**src/rtl/ksca_pkg.sv**
```systemverilog
// ----------------------------------------------------------------------------
// ksca_pkg
// Shared constants, key table and register codes for the keypad scan core.
// ----------------------------------------------------------------------------
`default_nettype none

package ksca_pkg;

  localparam int KEY_COUNT  = 12;
  localparam int TABLE_SIZE = 12;
  localparam int TABLE_LEN  = (KEY_COUNT < TABLE_SIZE) ? KEY_COUNT : TABLE_SIZE;

  localparam int KEY_W   = 12;
  localparam int INDEX_W = 4;

  localparam logic [KEY_W-1:0] KEY_BITS     = 12'hFFF;
  localparam int               REMOTE_POS   = 18;
  localparam int               WPROTECT_POS = 17;

  localparam logic [15:0]        FIRST_DELAY_RST  = 16'd500;
  localparam logic [15:0]        REPEAT_DELAY_RST = 16'd175;
  localparam logic [INDEX_W-1:0] ALT_KEY_RST      = 4'd12;
  localparam logic [15:0]        RUN_MAX          = 16'hFFFF;

  // key masks in table order, index 1 at position 0
  localparam logic [KEY_W-1:0] KEY_MASKS [TABLE_SIZE] = '{
    12'h003, 12'h001, 12'h080, 12'h040, 12'h010, 12'h020,
    12'h100, 12'h004, 12'h008, 12'h400, 12'h200, 12'h800
  };

  typedef enum logic [1:0] {
    REG_FIRST_DELAY  = 2'd0,
    REG_REPEAT_DELAY = 2'd1,
    REG_ALT_KEY      = 2'd2,
    REG_REMOTE_EN    = 2'd3
  } cfg_reg_t;

  // mask of a 1-based key index, zero when the index names no entry
  function automatic logic [KEY_W-1:0] key_mask(input logic [INDEX_W-1:0] k);
    logic [KEY_W-1:0] m;
    m = '0;
    if (k != '0 && 32'(k) <= TABLE_LEN) begin
      m = KEY_MASKS[k - INDEX_W'(1)];
    end
    return m;
  endfunction

  // lowest 1-based index whose hit bit is set, zero when none
  function automatic logic [INDEX_W-1:0] first_hit(input logic [TABLE_LEN-1:0] hit);
    logic [INDEX_W-1:0] idx;
    idx = '0;
    for (int i = TABLE_LEN - 1; i >= 0; i--) begin
      if (hit[i]) begin
        idx = INDEX_W'(i + 1);
      end
    end
    return idx;
  endfunction

endpackage

`default_nettype wire

```
**src/rtl/key_scan_click_autorepeat_core.sv**
```systemverilog
// ----------------------------------------------------------------------------
// key_scan_click_autorepeat_core
// Keypad scan decoder: pressed / clicked / autorepeat keys and remote timer.
// ----------------------------------------------------------------------------
// One scan per clock cycle is taken while the output is not stalled: a
// scan goes into an input register, all key search, autorepeat timing and
// remote run counting happen in one pass of logic, and the result lands in
// the output register. The key state carried between scans is updated in
// the same cycle that the result register is loaded, so consecutive scans
// follow each other without gaps. Configuration registers are written over
// the APB port and read back at the same addresses (4 bytes apart).
`default_nettype none

module key_scan_click_autorepeat_core import ksca_pkg::*; (
  input  wire logic        clk,
  input  wire logic        rst_n,
  // scan input
  input  wire logic        in_valid,
  output logic             in_stall,
  input  wire logic [31:0] in_raw_status,
  input  wire logic [31:0] in_time_ms,
  // result output
  output logic             out_valid,
  input  wire logic        out_stall,
  output logic [31:0]      out_status_word,
  output logic [3:0]       out_pressed_key,
  output logic [3:0]       out_clicked_key,
  output logic [3:0]       out_repeat_key,
  output logic             out_remote_level,
  output logic [15:0]      out_remote_pulse_scans,
  // configuration
  input  wire logic        psel,
  input  wire logic        penable,
  input  wire logic        pwrite,
  input  wire logic [3:0]  paddr,
  input  wire logic [31:0] pwdata,
  output logic [31:0]      prdata,
  output logic             pready
);

  // configuration registers
  logic [15:0]        first_delay_r;
  logic [15:0]        repeat_delay_r;
  logic [INDEX_W-1:0] alt_key_r;
  logic               remote_en_r;

  cfg_reg_t cfg_sel;
  logic     cfg_wr;

  assign pready  = 1'b1;
  assign cfg_sel = cfg_reg_t'(paddr[3:2]);
  assign cfg_wr  = psel && penable && pwrite && pready;

  always_ff @(posedge clk) begin
    if (!rst_n) begin
      first_delay_r  <= FIRST_DELAY_RST;
      repeat_delay_r <= REPEAT_DELAY_RST;
      alt_key_r      <= ALT_KEY_RST;
      remote_en_r    <= 1'b0;
    end else if (cfg_wr) begin
      unique case (cfg_sel)
        REG_FIRST_DELAY:  first_delay_r  <= pwdata[15:0];
        REG_REPEAT_DELAY: repeat_delay_r <= pwdata[15:0];
        REG_ALT_KEY:      alt_key_r      <= pwdata[INDEX_W-1:0];
        REG_REMOTE_EN:    remote_en_r    <= pwdata[0];
        default:          ;
      endcase
    end
  end

  always_comb begin
    unique case (cfg_sel)
      REG_FIRST_DELAY:  prdata = {16'd0, first_delay_r};
      REG_REPEAT_DELAY: prdata = {16'd0, repeat_delay_r};
      REG_ALT_KEY:      prdata = {{(32-INDEX_W){1'b0}}, alt_key_r};
      REG_REMOTE_EN:    prdata = {31'd0, remote_en_r};
      default:          prdata = '0;
    endcase
  end

  // input register and handshake
  logic        s1_valid_r;
  logic [31:0] s1_raw_r;
  logic [31:0] s1_time_r;
  logic        out_valid_r;
  logic        advance;

  assign advance  = s1_valid_r && (!out_valid_r || !out_stall);
  assign in_stall = s1_valid_r && !advance;

  always_ff @(posedge clk) begin
    if (!rst_n) begin
      s1_valid_r <= 1'b0;
    end else if (!in_stall) begin
      s1_valid_r <= in_valid;
    end
  end

  always_ff @(posedge clk) begin
    if (in_valid && !in_stall) begin
      s1_raw_r  <= in_raw_status;
      s1_time_r <= in_time_ms;
    end
  end

  // scan state
  logic [KEY_W-1:0]   cur_keys_r;
  logic [INDEX_W-1:0] held_key_r;
  logic [31:0]        held_since_r;
  logic               has_repeated_r;
  logic [15:0]        remote_run_r;

  logic [KEY_W-1:0]   keys_nxt;
  logic [INDEX_W-1:0] held_key_nxt;
  logic [31:0]        held_since_nxt;
  logic               has_repeated_nxt;
  logic [15:0]        remote_run_nxt;

  logic [31:0]          status_nxt;
  logic [TABLE_LEN-1:0] down_hit;
  logic [TABLE_LEN-1:0] click_hit;
  logic [INDEX_W-1:0]   pressed_nxt;
  logic [INDEX_W-1:0]   clicked_nxt;
  logic [INDEX_W-1:0]   repeat_nxt;
  logic                 level_nxt;
  logic [15:0]          pulse_nxt;
  logic [KEY_W-1:0]     held_mask;
  logic                 held_down;
  logic [31:0]          elapsed;
  logic [15:0]          delay;

  assign keys_nxt = s1_raw_r[KEY_W-1:0];

  always_comb begin
    for (int i = 0; i < TABLE_LEN; i++) begin
      down_hit[i]  = (keys_nxt & KEY_MASKS[i]) == '0;
      click_hit[i] = down_hit[i] && ((cur_keys_r & KEY_MASKS[i]) != '0);
    end
  end

  assign pressed_nxt = first_hit(down_hit);
  assign clicked_nxt = first_hit(click_hit);

  assign held_mask = key_mask(held_key_r);
  assign held_down = (held_mask != '0) && ((keys_nxt & held_mask) == '0);
  assign elapsed   = s1_time_r - held_since_r;
  assign delay     = has_repeated_r ? repeat_delay_r : first_delay_r;

  always_comb begin
    held_key_nxt     = held_key_r;
    held_since_nxt   = held_since_r;
    has_repeated_nxt = has_repeated_r;
    repeat_nxt       = '0;
    priority if (clicked_nxt != '0) begin
      held_key_nxt     = clicked_nxt;
      has_repeated_nxt = 1'b0;
      held_since_nxt   = s1_time_r;
      repeat_nxt       = clicked_nxt;
    end else if (held_down) begin
      // elapsed read as signed: a time running backwards never fires
      if (!elapsed[31] && (elapsed > {16'd0, delay})) begin
        has_repeated_nxt = 1'b1;
        held_since_nxt   = s1_time_r;
        repeat_nxt       = held_key_r;
      end
    end else begin
      held_key_nxt = '0;
    end
  end

  assign level_nxt = s1_raw_r[REMOTE_POS];

  always_comb begin
    remote_run_nxt = remote_run_r;
    pulse_nxt      = '0;
    if (level_nxt) begin
      if (remote_run_r != RUN_MAX) begin
        remote_run_nxt = remote_run_r + 16'd1;
      end
    end else if (remote_run_r != '0) begin
      pulse_nxt      = remote_run_r;
      remote_run_nxt = '0;
    end
  end

  always_comb begin
    status_nxt = s1_raw_r | {{(32-KEY_W){1'b0}}, key_mask(alt_key_r)};
    status_nxt[WPROTECT_POS] = 1'b0;
    if (remote_en_r) begin
      status_nxt[REMOTE_POS] = 1'b0;
    end
  end

  always_ff @(posedge clk) begin
    if (!rst_n) begin
      cur_keys_r     <= KEY_BITS;
      held_key_r     <= '0;
      held_since_r   <= '0;
      has_repeated_r <= 1'b0;
      remote_run_r   <= '0;
    end else if (advance) begin
      cur_keys_r     <= keys_nxt;
      held_key_r     <= held_key_nxt;
      held_since_r   <= held_since_nxt;
      has_repeated_r <= has_repeated_nxt;
      remote_run_r   <= remote_run_nxt;
    end
  end

  // result register
  logic [31:0]        status_r;
  logic [INDEX_W-1:0] pressed_r;
  logic [INDEX_W-1:0] clicked_r;
  logic [INDEX_W-1:0] repeat_r;
  logic               level_r;
  logic [15:0]        pulse_r;

  always_ff @(posedge clk) begin
    if (!rst_n) begin
      out_valid_r <= 1'b0;
    end else if (advance) begin
      out_valid_r <= 1'b1;
    end else if (!out_stall) begin
      out_valid_r <= 1'b0;
    end
  end

  always_ff @(posedge clk) begin
    if (advance) begin
      status_r  <= status_nxt;
      pressed_r <= pressed_nxt;
      clicked_r <= clicked_nxt;
      repeat_r  <= repeat_nxt;
      level_r   <= level_nxt;
      pulse_r   <= pulse_nxt;
    end
  end

  assign out_valid              = out_valid_r;
  assign out_status_word        = status_r;
  assign out_pressed_key        = pressed_r;
  assign out_clicked_key        = clicked_r;
  assign out_repeat_key         = repeat_r;
  assign out_remote_level       = level_r;
  assign out_remote_pulse_scans = pulse_r;

  // a click always shows up as the autorepeat key of the same transaction
  a_click_repeats: assert property (@(posedge clk) disable iff (!rst_n)
    out_valid && (out_clicked_key != '0) |-> out_repeat_key == out_clicked_key)
    else $error("clicked key not reported as repeat key");

  // a clicked key is pressed, so some pressed key no later in the table exists
  a_click_pressed: assert property (@(posedge clk) disable iff (!rst_n)
    out_valid && (out_clicked_key != '0) |->
      (out_pressed_key != '0) && (out_pressed_key <= out_clicked_key))
    else $error("clicked key without pressed key");

  // a remote pulse length is reported only on a scan with the line low
  a_pulse_low: assert property (@(posedge clk) disable iff (!rst_n)
    out_valid && (out_remote_pulse_scans != '0) |-> !out_remote_level)
    else $error("remote pulse reported while line high");

  // a transaction leaving the input register always lands in the result register
  a_advance_loads: assert property (@(posedge clk) disable iff (!rst_n)
    advance |=> out_valid_r)
    else $error("result register not loaded");

  // no autorepeat without a held key after the update
  a_repeat_held: assert property (@(posedge clk) disable iff (!rst_n)
    advance && (repeat_nxt != '0) |=> held_key_r == $past(repeat_nxt))
    else $error("repeat key not held");

endmodule

`default_nettype wire
```
**config.mk**
```make
export PLATFORM = sky130hd
export DESIGN_NAME = key_scan_click_autorepeat_core
export DESIGN_NICKNAME = d
export VERILOG_FILES = /design/src/rtl/ksca_pkg.sv /design/src/rtl/key_scan_click_autorepeat_core.sv
export SDC_FILE = /design/constraint.sdc
export NUM_CORES = 1
export LEC_CHECK = 0
export BUFFER_PORTS_ARGS = -buffer_cell sky130_fd_sc_hd__buf_4
export CORE_MARGIN = 3
export CORE_UTILIZATION = 57
export DETAILED_ROUTE_END_ITERATION = 7
export PLACE_DENSITY = 0.84
export SYNTH_ARGS = -nofsm -noshare
export SYNTH_HDL_FRONTEND = slang
export SYNTH_SLANG_ARGS = --single-unit
```
**constraint.sdc**
```tcl
create_clock -name clk -period 4.8 [get_ports clk]
set_input_delay 0.24 -clock clk [delete_from_list [all_inputs] [get_ports clk]]
set_output_delay 0.24 -clock clk [all_outputs]
set_load 0.03 [all_outputs]
```
==> impl_results.md, run 1 <==
- DRT iter0 DRCs: 673
- Slowest CP cell: fa_1
- Sw Share: 26.4%
- Die Y: 149 microns
- Slew Viols, Final: 0
- Clock skew: 0.0123 ns
- Core Region: 0.0198 sq mm
- Gr ovfl total: 0
- First-pass GRT wire length: 44.6 mm
- Post-synth EDFFs: 123
- Min-delay worst type: in -> reg
- Fmax: 0.226 GHz
- Mean post-synth cell area: approximately 9.9 sq um
- Fillers: approximately 1400
- Fin crit share: between 90% and 100%
- Sequential area share after synthesis: 49.4%
- Final Hold Viols: 0
- Die area: between 0.02 and 0.025 sq mm
- Top cell type's share of synthesized area: 31.6%
- Via count: 9426
- Power density cells: 340 mW/mm^2
- Top FF cell, synth: edfxtp_1
- CTS sink cnt: 227
- Antenna cells: 0
- WS Path Type: reg -> reg
- CP peak stage delay: 0.39 ns
- Internal power: 3.70 mW
- Peak supply drop: approximately 0.0003 V
- Setup violators final: 0
- Psw: 1.32 mW
- Area growth syn-to-layout: 26.4%
- Clk_lat worst skew: between 0.5 and 0.6 ns
- Final Cell Area: approximately 0.015 sq mm
- Antenna viol nets, final: 0
- Worst path cell trace: inv_1 > ha_1 > fa_1 > nand2b_1 > a21oi_2 > o21ai_2 > nand2_1 > nand3_1 > nand2_1 > xor2_1 > ha_1 > a21oi_1 > nor2b_1 > a211o_1 > a221oi_2 > a21oi_2 > nor4_2 > nand4_1 > nor4_4 > o21ai_4 > clkbuf_16 > mux2i_1
- Port bufs: 165
- Largest net degree at the start of global routing: 114
- Buffers & Inverters on Critical Path: 2
- Worst endpoint required time: slightly above 5 ns
- Drt first pass iters: 5
- Max Cap Viol: 0
- Post-synthesis register bit count: 227
- Power share of the sequential group: 43.9%
- TritonCTS clock tree: yes
- Leakage: around 6 nW
- Cells after Synth: 1182
- Layout Utilization: 74.6%
- Dpl ws: 0.181 ns
- Minimum clock period: 4.43 ns
- Worst-path maximum fanout: 15
- Status: finished, final reports clean
- H-tree Lvls: 1
- Vias in the first global route: 9173
- Post-CTS setup buffers: 0
- RD Place Congestion: around 0.89
- Nets: between 1500 and 2000
- Top cell type by total area after synthesis: edfxtp_1
- Slew @ Worst Pin: roughly 1.2 ns
- Root Driver: clkbuf_16
- Hpwl dp: 18.5 mm
- DRC Markers: 0
- Comb power frac: 18.0%
- Startpoint Class: register
- Clk pwr share: 38.1%
- Antenna violations before repair: 0
- Worst-path clk slew: ~0.060 ns
- Cts bufs inserted: 25
- Placed instance count: 1575
- Clk buf depth: 3
- PnR worst setup slack: between 0.3 and 0.4 ns
- Placed Area: about 0.013 sq mm
- Final wirelength: 27.5 mm
- WL/cell: 16.1 microns
- Post-synth ARST share: 0%
- Relative slew slack: between 20% and 30%
- Synth top area cells: edfxtp_1 32%, dfxtp_1 18%, nand2_1 7.1%, ha_1 6.3%, mux2i_1 6.3%
- Synth warn: 0
- Num rows: about 50
- Post-Layout Cell Count: 1703
- GRT Util Overall: 24.2%
- CP delay by family, top: compound AO/OA/AOI/OAI gates
- Final Hold Slack: 0.0278 ns
- Crit end category: register
- Initial core utilization: 59.1%
- Vias per std cell: 5.53
- Layout cells sized above 1: roughly 17%
- Crit path DAT: 4.82 ns
- Post-synthesis cell area: 0.0117 sq mm
- Top-Level Pins: roughly 200
- Library cells used by synthesis: between 70 and 80
- Setup_tns: 0 ns
- Tot Pwr: around 5.0 mW
- Die W: 149 microns
==> worst min-delay path, cell delays in order <==
cell	delay, ns
buf_4	0.13
nand2_1	0.05
a21boi_0	0.06
==> area by class of cell <==
class | instances | area [sq um] | area share, %
repair buffers | 255 | 2150 | 14.5
flip-flops and latches | 227 | 5780 | 39.1
clock inverters | 11 | 135 | 0.915
inverters | 53 | 199 | 1.35
clock buffers | 35 | 693 | 4.69
multi-input cells | 857 | 5490 | 37.1
well taps | 265 | 332 | 2.25
==> state kept, by name, indices dropped and copies added (netlist names), 4 cells and up <==
signal	flops
alt_key_r	4
cur_keys_r	12
first_delay_r	16
held_key_r	4
held_since_r	32
out_clicked_key	4
out_pressed_key	4
out_remote_pulse_scans	16
out_repeat_key	4
out_status_word	31
remote_run_r	16
repeat_delay_r	16
s1_raw_r	31
s1_time_r	32
==> placed cells by master (no fill, tap or decap), drive strengths merged, types with 5 or more instances in the layout <==
cell type,n
nor2,70
edfxtp,123
o21ai,39
nand2,222
and2,13
a211oi,7
nor3,13
buf,173
nor4,5
conb,18
mux2i,73
nor2b,31
dfxtp,104
a21oi,50
or3,6
xor2,20
a22oi,7
nand3,46
clkinv,6
a31oi,9
and3,13
a311oi,5
a21o,23
dlygate4sd3,81
a21boi,26
ha,59
nand2b,11
xnor2,15
o211ai,14
nand4,12
o21a,5
inv,55
clkbuf,36
==> cells in the mapped netlist, types with 9 or more instances <==
cell and count:
nand2_1 222, edfxtp_1 123, dfxtp_1 104, mux2i_1 73, nor2_1 70, ha_1 59, inv_1 52, a21oi_1 46
nand3_1 46, clkbuf_1 32, nor2b_1 31, o21ai_0 29, a21boi_0 24, a21o_1 23, xor2_1 20, buf_4 18
xnor2_1 15, and3_1 13, nor3_1 13, o211ai_1 13, and2_1 12, nand4_1 12, nand2b_1 11, a31oi_1 9
==> logic make-up (layout without fill, tap and decap cells) <==
kind of cell    count (synthesis)  after routing  synth area share, %
xor+xnor                       35             35                 2.62
other cells                     2             18               0.0643
simple gates                  459            459                 18.1
buf+inv                       114            354                 4.51
mux                            75             75                 6.54
flops                         227            227                 49.4
compound gates                210            210                 12.2
fa+ha+maj                      60             60                 6.49
==> worst paths after layout <==
check	startpoint	to	slack (ns)	depth (start not counted)
worst min register to register	s1_raw_r[16]$_DFFE_PP_	out_status_word[16]$_DFFE_PP_	0.42	0
worst min-delay path	pwdata[12]	first_delay_r[12]$_SDFFE_PN0P_	0.03	3
worst max-delay path	s1_time_r[0]$_DFFE_PP_	held_since_r[18]$_SDFFE_PN0P_	0.37	22
worst max register to register	s1_time_r[0]$_DFFE_PP_	held_since_r[18]$_SDFFE_PN0P_	0.37	22
==> layer usage <==
layer  track usage (%)  share of wire (%)  vias up
met5                 0                  0        -
met4              8.28                3.3        0
met3              4.28                6.6       62
met2              40.7                 49      336
met1              31.7                 41     4398
li1                  -                  -     4630
==> what timing repair did <==
item                                    4_1_cts  5_1_grt
hold buffers                                 81        0
endpoints found under the setup margin        0       34
endpoints found under the hold margin        92        0
gates resized for setup                       0        5
==> power by group through the flow <==
stage | sequential [mW] | combinational, mW | clock, mW
2_1_floorplan | 2.28 | 0.555 | 0
3_3_place_gp | 2.24 | 0.801 | 0
3_5_place_dp | 2.24 | 0.822 | 0
4_1_cts | 2.20 | 0.879 | 1.94
5_1_grt | 2.21 | 0.994 | 2.03
6_report | 2.20 | 0.903 | 1.92
No activity file was read; power rests on OpenSTA's default activity.
==> run 2: changes to the inputs <==
CORE_MARGIN = 5   (was 3)
CTS_CLUSTER_SIZE = 25   (was not set)
==> run 2 against run 1 <==
Clock power down 8%. Critical endpoint is now out_repeat_key[3]$_DFFE_PP_. Combinational power down 2.2%. Sequential share of layout area up 0.36 points. Critical path type unchanged. Flip-flop and latch count unchanged. Final cell count about the same. Clock skew up 0.0029 ns. Critical path depth down 1. Fmax down 3.0%. Die area up 5.4%. Largest power group unchanged. Total power down 3.4%. Global-route usage down 1.1 points. Count of clock-buffer cells in the layout down 1.
==> impl_results.md, run 2 (synthesis results as in run 1) <==
- Status: finished, final reports clean
- Nets: 1584 (-0.13%)
- RD Place Congestion: 0.930 (+4.3%)
- PnR worst setup slack: 0.235 ns (-0.135 ns)
- Min-delay worst type: in -> reg
- Via count: 9402 (-0.25%)
- Antenna viol nets, final: 0 (unchanged)
- Sw Share: 26.7% (+0.37 points)
- Peak supply drop: 0.000307 V (+2.4%)
- Buffers & Inverters on Critical Path: 1 (-1)
- Antenna cells: 0 (unchanged)
- Dpl ws: 0.0861 ns (-0.0947 ns)
- Vias in the first global route: 9186 (+0.14%)
- Internal power: 3.56 mW (-3.9%)
- Relative slew slack: 45.7% (+23 points)
- Clk_lat worst skew: 0.52 ns (about the same)
- First-pass GRT wire length: 45.7 mm (+2.6%)
- Crit path DAT: 4.82 ns (about the same)
- Most common cell after layout, fill and taps aside: nand2_1
- Hpwl dp: 18.9 mm (+1.8%)
- WL/cell: 16.3 microns (+0.90%)
- Largest net degree at the start of global routing: 71 (-38%)
- Fillers: 1448 (+6.2%)
- Top-Level Pins: 203 (unchanged)
- Worst-path clk slew: 0.06 ns (about the same)
- Setup violators final: 0 (unchanged)
- Port bufs: 165 (unchanged)
- Minimum clock period: 4.57 ns (+0.135 ns)
- Die W: 153 microns (+2.7%)
- Layout cells sized above 1: 16.2% (-0.58 points)
- Top flop regs: held_since_r x32, s1_time_r x32
- H-tree Lvls: 1 (unchanged)
- DRC Markers: 0 (unchanged)
- Psw: 1.30 mW (-2.0%)
- Worst-path maximum fanout: 4 (-11)
- Antenna violations before repair: 0 (unchanged)
- Fin crit share: 95.1% (+2.8 points)
- Max Cap Viol: 0 (unchanged)
- Power density cells: 332 mW/mm^2 (-2.5%)
- Area growth syn-to-layout: 25.2%
- Final Hold Viols: 0 (unchanged)
- CP peak stage delay: 0.40 ns (about the same)
- Comb power frac: 18.2% (+0.2 points)
- Core Region: 0.0202 sq mm (+2.3%)
- Slew Viols, Final: 0 (unchanged)
- Final wirelength: 27.7 mm (+0.96%)
- Most frequent cells in the layout: 222 x nand2_1, 174 x buf_4, 123 x edfxtp_1
- Slew @ Worst Pin: 0.813 ns (-0.341 ns)
- Crit end category: register
- DRT iter0 DRCs: 725 (+7.7%)
- Power share of the sequential group: 45.4% (+1.5 points)
- CP delay by family, top: simple AND/OR/NAND/NOR gates
- Tot Pwr: 4.85 mW (-3.4%)
- CTS sink cnt: 227 (unchanged)
- Cts bufs inserted: 24 (-4.0%)
- Die Y: 153 microns (+2.7%)
- Die area: 0.0235 sq mm (+5.4%)
- WS Path Type: reg -> reg
- Worst path cell trace: inv_1 > ha_1 > fa_1 > nand2b_1 > a21oi_2 > o21ai_2 > nand2_1 > nand3_1 > nand2_1 > xor2_1 > ha_1 > a21oi_1 > nor2b_1 > a211o_1 > a221oi_1 > a21oi_1 > nor4_1 > nand4_1 > nor4_4 > nor3_2 > a21o_1
- Fmax: 0.219 GHz (-3.0%)
- Vias per std cell: 5.52 (-0.31%)
- Startpoint Class: register
- Drt first pass iters: 5 (unchanged)
- Clk pwr share: 36.4% (-1.7 points)
- Initial core utilization: 57.7% (-1.3 points)
- Root Driver: clkbuf_16
- Worst endpoint required time: 5.06 ns (-0.13 ns)
- Final Hold Slack: 0.0125 ns (-0.0153 ns)
- Clk buf depth: 3 (unchanged)
- Layout Utilization: 72.3% (-2.3 points)
- Num rows: 52 (+2.0%)
- RSZ-0062 raised after global routing: true
- GRT Util Overall: 23.1% (-1.1 points)
- Leakage: 5.91 nW (-1.1%)
- Slowest CP cell: fa_1
- Clock skew: 0.0152 ns (+0.00292 ns)
- Gr ovfl total: 0 (unchanged)
- TritonCTS clock tree: yes
run 2: timing repair:
action,4_1_cts,5_1_grt
endpoints found under the setup margin,0,36
hold endpoints to repair,93,0
buffers inserted,0,1
gates resized for setup,0,2
hold buffers,79,0
run 2: worst reg2reg max path, delay by kind of cell, from the launching register on:
family / cells / cell delay [ns]
AND/OR/NAND/NOR: 9 / 1.48
buffers and inverters: 1 / 0.05
adder cells (fa/ha/maj): 3 / 0.87
flip-flops: 1 / 0.35
XOR/XNOR: 1 / 0.18
AO/OA/AOI/OAI: 7 / 1.40
run 2: stage by stage:
step           cell area [sq um]  std cells  TNS (ns)
6_report                   14600       1704         0
5_1_grt                    14600       1704    -0.738
4_1_cts                    14600       1703         0
3_3_place_gp               13100       1581         0
3_5_place_dp               13100       1581         0
2_1_floorplan              11700       1198         0
run 2: layer usage:
metal  track usage (%)  wire [microns]
met5                 0               0
met2              40.1           13700
met4              5.90             662
met3              4.18            2100
met1              29.9           11300
run 2: final cells by class:
class | count | area [sq um] | area share (%)
Multi-Input combinational cell | 857 | 5460 | 37.3
Clock buffer | 34 | 679 | 4.64
Sequential cell | 227 | 5780 | 39.5
Clock inverter | 9 | 70.1 | 0.479
Inverter | 53 | 199 | 1.36
Timing Repair Buffer | 254 | 2110 | 14.4
Tap cell | 270 | 338 | 2.31
run 2: final timing paths:
| path | startpoint | to | slack [ns] | depth (start not counted) |
|---|---|---|---|---|
| max | s1_time_r[0]$_DFFE_PP_ | out_repeat_key[3]$_DFFE_PP_ | 0.23 | 21 |
| min | pwdata[12] | repeat_delay_r[12]$_SDFFE_PN0P_ | 0.01 | 3 |
| max reg2reg | s1_time_r[0]$_DFFE_PP_ | out_repeat_key[3]$_DFFE_PP_ | 0.23 | 21 |
| min reg2reg | s1_raw_r[20]$_DFFE_PP_ | out_status_word[20]$_DFFE_PP_ | 0.41 | 0 |
run 2: power groups by stage:
stage	registers (mW)	logic [mW]	clock network, mW
2_1_floorplan	2.28	0.555	0
3_3_place_gp	2.24	0.795	0
3_5_place_dp	2.24	0.818	0
4_1_cts	2.20	0.875	1.80
5_1_grt	2.21	0.973	1.89
6_report	2.20	0.883	1.77
